<file path="src/hdl/assert_macros.svh">
// ---------------------------------------------------------------------------
// Assertion macros
// Shared concurrent assertion forms, clocked on clk and disabled in reset.
// ---------------------------------------------------------------------------
`ifndef ASSERT_MACROS_SVH
`define ASSERT_MACROS_SVH

// Whenever ante holds, cons must hold in the same cycle.
`define ASSERT_SAME(label, ante, cons, msg) \
  label: assert property (@(posedge clk) disable iff (!rst_n) (ante) |-> (cons)) \
    else $error(msg);

// Whenever ante holds, cons must hold in the next cycle.
`define ASSERT_NEXT(label, ante, cons, msg) \
  label: assert property (@(posedge clk) disable iff (!rst_n) (ante) |=> (cons)) \
    else $error(msg);

`endif

</file>
<file path="src/hdl/sgr_pkg.sv">
// ---------------------------------------------------------------------------
// SGR parser package
// Byte codes, SGR codes, controller types and the attribute update function.
// ---------------------------------------------------------------------------
package sgr_pkg;

  localparam logic [7:0] CH_ESC  = 8'h1B;
  localparam logic [7:0] CH_LBR  = 8'h5B;
  localparam logic [7:0] CH_M    = 8'h6D;
  localparam logic [7:0] CH_SEMI = 8'h3B;
  localparam logic [7:0] CH_0    = 8'h30;
  localparam logic [7:0] CH_9    = 8'h39;

  localparam logic [7:0] SGR_RESET     = 8'd0;
  localparam logic [7:0] SGR_BOLD      = 8'd1;
  localparam logic [7:0] SGR_NORMAL    = 8'd22;
  localparam logic [7:0] SGR_FG_DEF    = 8'd39;
  localparam logic [7:0] SGR_BG_DEF    = 8'd49;
  localparam logic [7:0] SGR_FG_BASE   = 8'd30;
  localparam logic [7:0] SGR_FG_BRIGHT = 8'd90;
  localparam logic [7:0] SGR_BG_BASE   = 8'd40;
  localparam logic [7:0] SGR_BG_BRIGHT = 8'd100;
  localparam logic [7:0] SGR_SPAN      = 8'd7;

  localparam logic [7:0] ATTR_RESET = 8'h07;

  // Register index of default_attr; the register sits at byte address 4 * index.
  localparam logic REG_DEFAULT_ATTR = 1'b0;

  typedef enum logic [2:0] {
    S_IDLE,
    S_ESC,
    S_CSI,
    S_APPLY,
    S_SECOND
  } sgr_state_t;

  typedef enum logic [1:0] {
    OSEL_BYTE,
    OSEL_ESC,
    OSEL_PEND
  } sgr_osel_t;

  typedef struct packed {
    logic      out_load;
    sgr_osel_t osel;
    logic      out_last;
    logic      pend_load;
    logic      csi_start;
    logic      digit;
    logic      semi;
    logic      term;
    logic      term_m;
    logic      apply_step;
  } sgr_cmd_t;

  typedef struct packed {
    logic is_esc;
    logic is_lbr;
    logic is_digit;
    logic is_semi;
    logic is_m;
    logic byte_last;
    logic out_free;
    logic codes_present;
    logic apply_last;
  } sgr_sts_t;

  // ANSI color order to VGA index: bits 0 and 2 swap, bit 3 is brightness.
  function automatic logic [3:0] vga_color(input logic [2:0] idx, input logic bright);
    return {bright, idx[0], idx[1], idx[2]};
  endfunction

  function automatic logic [7:0] sgr_apply(input logic [7:0] cur, input logic [7:0] code,
                                           input logic [7:0] dflt);
    logic [3:0] fg;
    logic [3:0] bg;
    logic [7:0] ofs;
    logic [7:0] res;
    fg  = cur[3:0];
    bg  = cur[7:4];
    ofs = 8'd0;
    res = cur;
    if (code == SGR_RESET) begin
      res = dflt;
    end else if (code == SGR_BOLD) begin
      fg[3] = 1'b1;
      res = {bg, fg};
    end else if (code == SGR_NORMAL) begin
      fg[3] = 1'b0;
      res = {bg, fg};
    end else if (code == SGR_FG_DEF) begin
      res = {bg, dflt[3:0]};
    end else if (code == SGR_BG_DEF) begin
      res = {dflt[7:4], fg};
    end else if (code >= SGR_FG_BASE && code <= SGR_FG_BASE + SGR_SPAN) begin
      ofs = code - SGR_FG_BASE;
      res = {bg, vga_color(ofs[2:0], 1'b0)};
    end else if (code >= SGR_FG_BRIGHT && code <= SGR_FG_BRIGHT + SGR_SPAN) begin
      ofs = code - SGR_FG_BRIGHT;
      res = {bg, vga_color(ofs[2:0], 1'b1)};
    end else if (code >= SGR_BG_BASE && code <= SGR_BG_BASE + SGR_SPAN) begin
      ofs = code - SGR_BG_BASE;
      res = {vga_color(ofs[2:0], 1'b0), fg};
    end else if (code >= SGR_BG_BRIGHT && code <= SGR_BG_BRIGHT + SGR_SPAN) begin
      ofs = code - SGR_BG_BRIGHT;
      res = {vga_color(ofs[2:0], 1'b1), fg};
    end
    return res;
  endfunction

endpackage

</file>
<file path="src/hdl/sgr_dp.sv">
// ---------------------------------------------------------------------------
// SGR parser datapath
// Number accumulator, code buffer, attribute register and output word register.
// ---------------------------------------------------------------------------
module sgr_dp
  import sgr_pkg::*;
#(
  parameter int MAX_CODES = 8
) (
  input  logic       clk,
  input  logic       rst_n,
  input  logic [7:0] in_byte,
  input  logic       in_last_of_write,
  input  logic [7:0] default_attr,
  input  sgr_cmd_t   cmd,
  output sgr_sts_t   sts,
  output logic       out_valid,
  input  logic       out_ready,
  output logic [7:0] out_char,
  output logic [7:0] out_attr,
  output logic       out_last
);

  localparam int TOT_W = $clog2(MAX_CODES + 1);
  localparam int IDX_W = (MAX_CODES > 1) ? $clog2(MAX_CODES) : 1;

  logic [7:0]       accum_r;
  logic [7:0]       accum_nxt;
  logic             have_r;
  logic [TOT_W-1:0] total_r;
  logic [IDX_W-1:0] k_r;
  logic [7:0]       attr_r;
  logic [7:0]       code_r [MAX_CODES];
  logic [7:0]       pend_r;
  logic             out_valid_r;
  logic [7:0]       out_char_r;
  logic [7:0]       out_attr_r;
  logic             out_last_r;
  logic [11:0]      dec_sum;
  logic             can_push;
  logic [7:0]       semi_code;
  logic [7:0]       load_char;

  // accum * 10 + digit, saturating at 255.
  assign dec_sum   = {1'b0, accum_r, 3'b000} + {3'b000, accum_r, 1'b0}
                   + {8'd0, in_byte[3:0]};
  assign accum_nxt = (dec_sum > 12'd255) ? 8'hFF : dec_sum[7:0];
  assign can_push  = (total_r != TOT_W'(MAX_CODES));
  assign semi_code = have_r ? accum_r : 8'd0;

  always_comb begin
    case (cmd.osel)
      OSEL_ESC:  load_char = CH_ESC;
      OSEL_PEND: load_char = pend_r;
      default:   load_char = in_byte;
    endcase
  end

  assign sts.is_esc        = (in_byte == CH_ESC);
  assign sts.is_lbr        = (in_byte == CH_LBR);
  assign sts.is_digit      = (in_byte >= CH_0) && (in_byte <= CH_9);
  assign sts.is_semi       = (in_byte == CH_SEMI);
  assign sts.is_m          = (in_byte == CH_M);
  assign sts.byte_last     = in_last_of_write;
  assign sts.out_free      = !out_valid_r || out_ready;
  assign sts.codes_present = (total_r != '0) || have_r;
  assign sts.apply_last    = ((TOT_W'(k_r) + TOT_W'(1)) == total_r);

  always_ff @(posedge clk) begin
    if (!rst_n) begin
      accum_r     <= 8'd0;
      have_r      <= 1'b0;
      total_r     <= '0;
      k_r         <= '0;
      attr_r      <= ATTR_RESET;
      out_valid_r <= 1'b0;
    end else begin
      if (cmd.csi_start) begin
        accum_r <= 8'd0;
        have_r  <= 1'b0;
        total_r <= '0;
      end else if (cmd.digit) begin
        accum_r <= accum_nxt;
        have_r  <= 1'b1;
      end else if (cmd.semi) begin
        accum_r <= 8'd0;
        have_r  <= 1'b0;
        if (can_push) begin
          total_r <= total_r + TOT_W'(1);
        end
      end else if (cmd.term) begin
        k_r <= '0;
        if (have_r && can_push) begin
          total_r <= total_r + TOT_W'(1);
        end
        if (cmd.term_m && !sts.codes_present) begin
          attr_r <= default_attr;
        end
      end else if (cmd.apply_step) begin
        attr_r <= sgr_apply(attr_r, code_r[k_r], default_attr);
        k_r    <= k_r + IDX_W'(1);
      end

      if (cmd.out_load) begin
        out_valid_r <= 1'b1;
      end else if (out_ready) begin
        out_valid_r <= 1'b0;
      end
    end
  end

  // Code buffer and output payload carry no reset.
  always_ff @(posedge clk) begin
    if (cmd.semi && can_push) begin
      code_r[total_r[IDX_W-1:0]] <= semi_code;
    end else if (cmd.term && have_r && can_push) begin
      code_r[total_r[IDX_W-1:0]] <= accum_r;
    end
    if (cmd.pend_load) begin
      pend_r <= in_byte;
    end
    if (cmd.out_load) begin
      out_char_r <= load_char;
      out_attr_r <= attr_r;
      out_last_r <= cmd.out_last;
    end
  end

  assign out_valid = out_valid_r;
  assign out_char  = out_char_r;
  assign out_attr  = out_attr_r;
  assign out_last  = out_last_r;

endmodule

</file>
<file path="src/hdl/sgr_ctrl.sv">
// ---------------------------------------------------------------------------
// SGR parser controller
// Parse mode sequencing, code apply loop and second word of an ESC pair.
// ---------------------------------------------------------------------------
`include "assert_macros.svh"

module sgr_ctrl
  import sgr_pkg::*;
(
  input  logic     clk,
  input  logic     rst_n,
  input  logic     in_valid,
  output logic     in_ready,
  input  sgr_sts_t sts,
  output sgr_cmd_t cmd
);

  sgr_state_t state_r;
  sgr_state_t state_nxt;
  logic       accepting;
  logic       acc;

  assign accepting = (state_r == S_IDLE) || (state_r == S_ESC) || (state_r == S_CSI);
  assign in_ready  = accepting && sts.out_free;
  assign acc       = in_valid && in_ready;

  always_ff @(posedge clk) begin
    if (!rst_n) begin
      state_r <= S_IDLE;
    end else begin
      state_r <= state_nxt;
    end
  end

  always_comb begin
    state_nxt = state_r;
    unique case (state_r)
      S_IDLE: begin
        if (acc && sts.is_esc && !sts.byte_last) begin
          state_nxt = S_ESC;
        end
      end
      S_ESC: begin
        if (acc) begin
          if (sts.is_lbr) begin
            state_nxt = sts.byte_last ? S_IDLE : S_CSI;
          end else if (!(sts.is_esc && !sts.byte_last)) begin
            state_nxt = S_SECOND;
          end
        end
      end
      S_CSI: begin
        if (acc) begin
          if (sts.is_digit || sts.is_semi) begin
            if (sts.byte_last) begin
              state_nxt = S_IDLE;
            end
          end else if (sts.is_m && sts.codes_present) begin
            state_nxt = S_APPLY;
          end else begin
            state_nxt = S_IDLE;
          end
        end
      end
      S_APPLY: begin
        if (sts.apply_last) begin
          state_nxt = S_IDLE;
        end
      end
      S_SECOND: begin
        if (sts.out_free) begin
          state_nxt = S_IDLE;
        end
      end
      default: state_nxt = S_IDLE;
    endcase
  end

  always_comb begin
    cmd      = '0;
    cmd.osel = OSEL_BYTE;
    unique case (state_r)
      S_IDLE: begin
        if (acc && !(sts.is_esc && !sts.byte_last)) begin
          cmd.out_load = 1'b1;
          cmd.out_last = 1'b1;
        end
      end
      S_ESC: begin
        if (acc) begin
          if (sts.is_lbr) begin
            cmd.csi_start = !sts.byte_last;
          end else if (sts.is_esc && !sts.byte_last) begin
            cmd.out_load = 1'b1;
            cmd.osel     = OSEL_ESC;
            cmd.out_last = 1'b1;
          end else begin
            cmd.out_load  = 1'b1;
            cmd.osel      = OSEL_ESC;
            cmd.pend_load = 1'b1;
          end
        end
      end
      S_CSI: begin
        if (acc) begin
          if (sts.is_digit) begin
            cmd.digit = 1'b1;
          end else if (sts.is_semi) begin
            cmd.semi = 1'b1;
          end else begin
            cmd.term   = 1'b1;
            cmd.term_m = sts.is_m;
          end
        end
      end
      S_APPLY: begin
        cmd.apply_step = 1'b1;
      end
      S_SECOND: begin
        if (sts.out_free) begin
          cmd.out_load = 1'b1;
          cmd.osel     = OSEL_PEND;
          cmd.out_last = 1'b1;
        end
      end
      default: cmd = '0;
    endcase
  end

  // A word is only loaded into a free output register.
  `ASSERT_SAME(a_load_free, cmd.out_load, sts.out_free, "output word overwritten")
  // The apply loop runs without a break until its final code.
  `ASSERT_NEXT(a_apply_runs, (state_r == S_APPLY) && !sts.apply_last, state_r == S_APPLY, "apply loop ended early")
  // The second word of a pair is only owed after an escape.
  `ASSERT_SAME(a_second_src, state_r == S_SECOND, ($past(state_r) == S_ESC) || ($past(state_r) == S_SECOND), "stray second word")

endmodule

</file>
<file path="src/hdl/ansi_sgr_color_parser_core.sv">
// ---------------------------------------------------------------------------
// ANSI SGR color parser core
// Output: a word loaded when its byte is accepted stands in the output register the cycle after.
// Throughput: one byte per cycle while the output register is free. ESC then a byte other than '['
// or another ESC not closing the write yields two words; the input waits while the second is loaded
// as soon as the output register frees. An 'm' with buffered codes holds the input while they are walked.
// Reset (rst_n, synchronous): parser idle, attribute 0x07, default_attr 0x07; no clearing pass.
// ---------------------------------------------------------------------------
module ansi_sgr_color_parser_core
  import sgr_pkg::*;
#(
  parameter int MAX_CODES = 8
) (
  input  logic        clk,
  input  logic        rst_n,
  // Input byte channel.
  input  logic        in_valid,
  output logic        in_ready,
  input  logic [7:0]  in_byte,
  input  logic        in_last_of_write,
  // Result word channel.
  output logic        out_valid,
  input  logic        out_ready,
  output logic [7:0]  out_char,
  output logic [7:0]  out_attr,
  output logic        out_last,
  // Configuration port.
  input  logic        cfg_psel,
  input  logic        cfg_penable,
  input  logic        cfg_pwrite,
  input  logic [2:0]  cfg_paddr,
  input  logic [31:0] cfg_pwdata,
  output logic [31:0] cfg_prdata,
  output logic        cfg_pready
);

  logic [7:0] default_attr_r;
  logic       cfg_wr;
  sgr_cmd_t   cmd;
  sgr_sts_t   sts;

  // The port never inserts wait states, so a write lands at the access cycle.
  assign cfg_pready = 1'b1;
  assign cfg_wr     = cfg_psel && cfg_penable && cfg_pwrite;

  always_ff @(posedge clk) begin
    if (!rst_n) begin
      default_attr_r <= ATTR_RESET;
    end else if (cfg_wr && (cfg_paddr[2] == REG_DEFAULT_ATTR)) begin
      default_attr_r <= cfg_pwdata[7:0];
    end
  end

  // Reads return the one register wherever address bit 2 is clear, and zero otherwise.
  assign cfg_prdata = (cfg_paddr[2] == REG_DEFAULT_ATTR) ? {24'd0, default_attr_r} : 32'd0;

  // The controller tracks the parse mode and sequences the apply loop; the
  // datapath holds the number accumulator, the code buffer, the current
  // attribute and the output word register.
  sgr_ctrl u_ctrl (
    .clk      (clk),
    .rst_n    (rst_n),
    .in_valid (in_valid),
    .in_ready (in_ready),
    .sts      (sts),
    .cmd      (cmd)
  );

  sgr_dp #(
    .MAX_CODES (MAX_CODES)
  ) u_dp (
    .clk              (clk),
    .rst_n            (rst_n),
    .in_byte          (in_byte),
    .in_last_of_write (in_last_of_write),
    .default_attr     (default_attr_r),
    .cmd              (cmd),
    .sts              (sts),
    .out_valid        (out_valid),
    .out_ready        (out_ready),
    .out_char         (out_char),
    .out_attr         (out_attr),
    .out_last         (out_last)
  );

endmodule

</file>
<file path="config.mk">
export PLATFORM = sky130hd
export DESIGN_NAME = ansi_sgr_color_parser_core
export DESIGN_NICKNAME = d
export VERILOG_FILES = /design/src/hdl/sgr_pkg.sv /design/src/hdl/sgr_dp.sv /design/src/hdl/sgr_ctrl.sv /design/src/hdl/ansi_sgr_color_parser_core.sv
export VERILOG_INCLUDE_DIRS = /design/src /design/src/hdl
export SDC_FILE = /design/constraint.sdc
export NUM_CORES = 1
export LEC_CHECK = 0
export BUFFER_PORTS_ARGS = -buffer_cell sky130_fd_sc_hd__buf_2
export CAP_MARGIN = 40
export CORE_MARGIN = 2
export CORE_UTILIZATION = 57
export CTS_CLUSTER_DIAMETER = 40
export DETAILED_ROUTE_END_ITERATION = 12
export PLACE_DENSITY = 0.86
export SLEW_MARGIN = 20
export SYNTH_ARGS = -nofsm -noshare
export SYNTH_HDL_FRONTEND = slang
export SYNTH_SLANG_ARGS = --single-unit
</file>
<file path="constraint.sdc">
create_clock -name clk -period 3.5 [get_ports clk]
set_clock_uncertainty 0.05 [all_clocks]
set_input_delay 0.525 -clock clk [delete_from_list [all_inputs] [get_ports clk]]
set_output_delay 0.525 -clock clk [all_outputs]
set_load 0.02 [all_outputs]
</file>
Word level (Yosys, flattened, before mapping) --
Memories as Yosys holds them, arrays and structs flattened. A register that Yosys moved wholly into a read port is not among the register bits. Cells that the tools add are included.
Storage, ports and cells: bits in registers 61, RAM bits 64, bits of input ports 51, word-level logic and storage cells 186, memories kept 1
Memories:
- u_dp.code_r | words 8, bits a word 8, rd ports 1, clocked after Yosys merged registers in 1, wr ports 1, RTL line sgr_dp.sv:33 | logic [7:0] code_r [MAX_CODES];
Operators by class: $add $sub $neg 9, magnitude comparators 11, eq/ne operators 32, mux-type cells 66, bitwise operators 6, reductions and logical operators 47
Operators with widths (count):
- 8-bit 2-to-1 mux | 18
- 3-bit 2-to-1 mux | 14
- 4-bit 2-to-1 mux | 7
- 8-bit by 6-bit == test with 1-bit output (second input constant) | 3
- 8-bit by 6-bit less-or-equal comparator with 1-bit output (second input constant) | 3
- 1-bit logical AND | 20
- 8-bit by 5-bit == test with 1-bit output (second input constant) | 2
- 8-bit by 7-bit == test with 1-bit output (second input constant) | 2
- 8-bit by 6-bit >= comparator with 1-bit output (second input constant) | 2
- 8-bit by 7-bit >= comparator with 1-bit output (second input constant) | 2
- 8-bit by 7-bit less-or-equal comparator with 1-bit output (second input constant) | 2
- 1-bit 2-to-1 mux | 16
- 8-bit one-hot mux with 2 select lines | 1
- 3-bit one-hot mux with 5 select lines | 1
- 7-bit AND reduction | 2
- 11-bit by 9-bit adder with 12-bit output | 1
- 12-bit by 4-bit adder with 12-bit output | 1
- 12-bit by 8-bit greater-than comparator with 1-bit output (second input constant) | 1
- 4-bit by 1-bit != test with 1-bit output (second input constant) | 3
- 11-bit AND reduction | 1
- 2-bit nonzero test | 5
- 5-bit nonzero test | 2
- 3-bit by 1-bit != test with 1-bit output (second input constant) | 3
- 9-bit AND reduction | 1
- other kinds (34) | 58

Depth between registers and ports, before layout --
depth in word-level cells 13, depth in mapped cells 12, mapped depth without buffers 11

Cells and area by module --
Synthesis repeated with hierarchy kept, for this count alone.
Second synthesis, totals: cells, all modules 536, area, all modules 6540.0 um^2
By module, submodules not included:
- sgr_dp | times used 1, cells each 415, area each 5524.0 um^2
- ansi_sgr_color_parser_core | times used 1, cells each 70, area each 605.6 um^2
- sgr_ctrl | times used 1, cells each 51, area each 410.4 um^2

Least setup slack after synthesis --
Ideal clock, no wire load.
kind input -> register, from input out_ready, to register u_dp.out_attr_r[0], in the netlist u_dp.out_attr[0], enable pin, arrival time 2.752 ns, path slack 0.281 ns, cell stages on the path 4, buffers on the path 0, path through nor2b_1 > a211oi_1 > nand2_1 > o21ai_0
RTL lines:
- from (decl) | RTL line ansi_sgr_color_parser_core.sv:23 | input logic out_ready,
- to (signal assigned) | RTL line sgr_dp.sv:124 | out_attr_r <= attr_r;
- to (decl) | RTL line sgr_dp.sv:37 | logic [7:0] out_attr_r;

==> results.toml <==
[outcome]
outcome = "completed"

[hold_path]
min_path_type = "primary input to flip-flop"

[critical_path]
path_cells = "mux4_2 > mux2i_4 > inv_1 > ha_1 > inv_1 > and3_2 > o211a_1 > a211oi_1 > o221a_1 > a21oi_1"
cp.arrival_ns = 3.43
required_ns = 3.74
worstSetupPathType = "flip-flop to flip-flop"
cpPeakStageDelay_ns = 0.59
end_kind = "flip-flop"
startpoint_type = "flip-flop"
slowest_stage = "mux4_2"
crit_buf_inv = 2
critPathTopFamily = "compound AO/OA/AOI/OAI gates"
crit_top_cell = "inv_1"
cp_max_fo = 6

[timing]
relSlewSlack_pct = 50.49
finalCriticalPeriod_ns = 3.189
finalCritPeriodShare_pct = 91.12
setup_tns_ns = 0
worst_pin_slew_ns = 0.7392
setup_viol = 0
hold_viol = 0
grt_setup_unrepaired = "no"
fmax_ghz = 0.3135
slew_viol_final = 0

[floorplanning]
core_sq_um = 11320
die_height_microns = 111.3
row_count = 39
pin_count = 103
initial_core_util_pct = 57.96
fp.dieW_microns = 111.3
die_area_sq_um = 12390

[global_routing]
overflow = 0
first_global_vias = 4912
antenna_found_initial = 0
grt_max_degree = 31
grt_pass1_wl_microns = 24340
grt_usage_pct = 25.14

[yosys]
ys_ff_latch = 128
synth_edf_count = 89
ys_top_cells_by_count = "89 x edfxtp_1, 52 x nand2_1, 40 x nor2_1"
synth_ff_type = "edfxtp_1"
avgSynthCellArea_sq_um = 11.53
synth_area_leaders = "edfxtp_1 41%, dfxtp_1 12%, ha_1 4.2%"
synth.top_cell.area_share_pct = 40.73
yosysWarnings = 0
synth_async_sr_flop_share_pct = 0
yosysSeqAreaShare_pct = 52.63
syn_area_sq_um = 6561
ys_types = 83
yosysTopAreaCell = "edfxtp_1"
synthCells = 569
synth_most_common_cell = "edfxtp_1"

[routing]
dr.first_iter.drc_count = 561
remaining_drc_errors = 0
wl_per_cell_microns = 18.66
wl_microns = 14780
viasPerCell = 6.124
dr.pass1.iters = 6
vias = 4850
postRouteAntennaNets = 0

[final_layout]
drive_gt1_share_pct = 20.80
diodes = 0
final_nets = 711
synthToLayoutAreaGrowth_pct = 15.71
stdcell_area_sq_um = 7592

[place]
hpwl_microns = 9874
gp_congestion = 0.9025
dpl_cell_area_sq_um = 6885
portBuffers = 51

[power_and_ir_drop]
irDropWorstVdd_v = 0.0006108
seqPwrFrac_pct = 39.8
sw_frac_of_total_pct = 25.02
switching_power_uw = 1119
p_total_uw = 4471
cellPowerDensity_nw_per_um2 = 588.9
pwr-share-clk_pct = 46.6
leakage_uw = 0.002950
p_int_uw = 3352
combinationalPowerShare_pct = 13.7

[clock_tree]
clk_path_buf_depth = 2
cts_root_buf = "clkbuf_16"
cts_setup_buffers = 0
cts_tree = "yes"
htree_levels = 4
cts_num_sinks = 128
clk_pin_slew_ns = 0.06
cts_hold_buf = 0
cts_resized = 0
cts_made_buffers = 17
clkLatencyLatePin_ns = 0.42

[flow_run]
maxCapViolations = 0
==> logic make-up (layout without fill, tap and decap cells) <==
group,after synthesis,count (layout),share of synthesized area (%)
compound gates,121,121,12.38
xor+xnor,12,12,1.602
fa+ha+maj,24,24,4.805
buf+inv,58,115,5.740
flops,128,128,52.63
mux,28,28,7.113
other cells,2,25,0.1145
simple gates,196,196,15.62
==> path summary, 6_finish.rpt <==
check | from | end | slack [ns] | cells past startpoint
worst max-delay path | flip-flop | u_dp.attr_r[0] | 0.31 | 10
worst max register to register | flip-flop | u_dp.attr_r[0] | 0.31 | 10
worst min register to register | u_dp.attr_r[5] | u_dp.out_attr[5] | 0.39 | 0
worst min-delay path | cfg_pwdata[1] | default_attr_r[1] | 0.28 | 3
==> metal layers <==
| layer | part of all wire [%] | track usage, % |
|---|---|---|
| met2 | 51 | 42.72 |
| met4 | 3.1 | 11.85 |
| met5 | 0 | 0 |
| met3 | 6.5 | 6.834 |
| met1 | 39 | 29.68 |
==> final cells by class <==
cell class / count / area [sq um]
fillers: 747 / 3729
inverters: 14 / 52.55
clock inverters: 13 / 256.5
well taps: 143 / 178.9
flip-flops and latches: 128 / 3453
repair buffers: 69 / 390.4
clock buffers: 19 / 442.9
multi-input cells: 406 / 2818
==> worst min-delay path, cell delays in order <==
cell	delay, ns
buf_2	0.08
nand2_1	0.04
nand3_1	0.08
==> power groups by stage <==
| stage | clock network [uW] | registers, uW | logic [uW] |
|---|---|---|---|
| 6_report | 2080 | 1780 | 612 |
| 5_1_grt | 2160 | 1780 | 664 |
| 4_1_cts | 2090 | 1780 | 591 |
| 3_5_place_dp | 0 | 1800 | 572 |
| 3_3_place_gp | 0 | 1800 | 551 |
| 2_1_floorplan | 0 | 1860 | 382 |
==> sequential cells by signal, summed over array words and instances (netlist names), named ones only <==
name	flops
u_dp.accum_r	8
u_ctrl.state_r	3
u_dp.total_r	4
u_dp.out_valid	1
u_dp.pend_r	8
default_attr_r	8
u_dp.out_last	1
u_dp.have_r	1
u_dp.out_attr	8
u_dp.k_r	3
u_dp.attr_r	8
u_dp.code_r	64
u_dp.out_char	8
==> placed cells by master, fill, tap and decap left out, types with 4 or more instances in the layout <==
| cell type | instances |
|---|---|
| buf_2 | 51 |
| ha_1 | 22 |
| a31oi_1 | 8 |
| o21ai_0 | 26 |
| nor2b_1 | 23 |
| edfxtp_1 | 89 |
| clkbuf_16 | 17 |
| nand4b_1 | 4 |
| nand2_1 | 52 |
| nor2_1 | 40 |
| nor3_1 | 16 |
| a211o_1 | 4 |
| dfxtp_1 | 39 |
| conb_1 | 25 |
| a211oi_1 | 5 |
| mux2i_1 | 10 |
| bufinv_16 | 7 |
| buf_4 | 18 |
| inv_1 | 14 |
| nand2b_1 | 7 |
| mux4_2 | 9 |
| a21oi_1 | 35 |
| xnor2_1 | 9 |
| and2_1 | 9 |
| nand3_1 | 10 |
| nand4_1 | 5 |
==> through the flow <==
stage          worst slack [ns]  utilization [%]  hold WS (ns)  instances
2_1_floorplan            0.2810                -        0.3505        592
3_3_place_gp             0.3464            60.82        0.3618        759
3_5_place_dp             0.2043            60.82        0.3641        759
4_1_cts                  0.3575            67.00        0.2733        791
5_1_grt                  0.1703            67.06        0.2886        792
6_report                 0.3107            67.06        0.2808        792
Note: power is estimated with default switching activity, not from simulation.
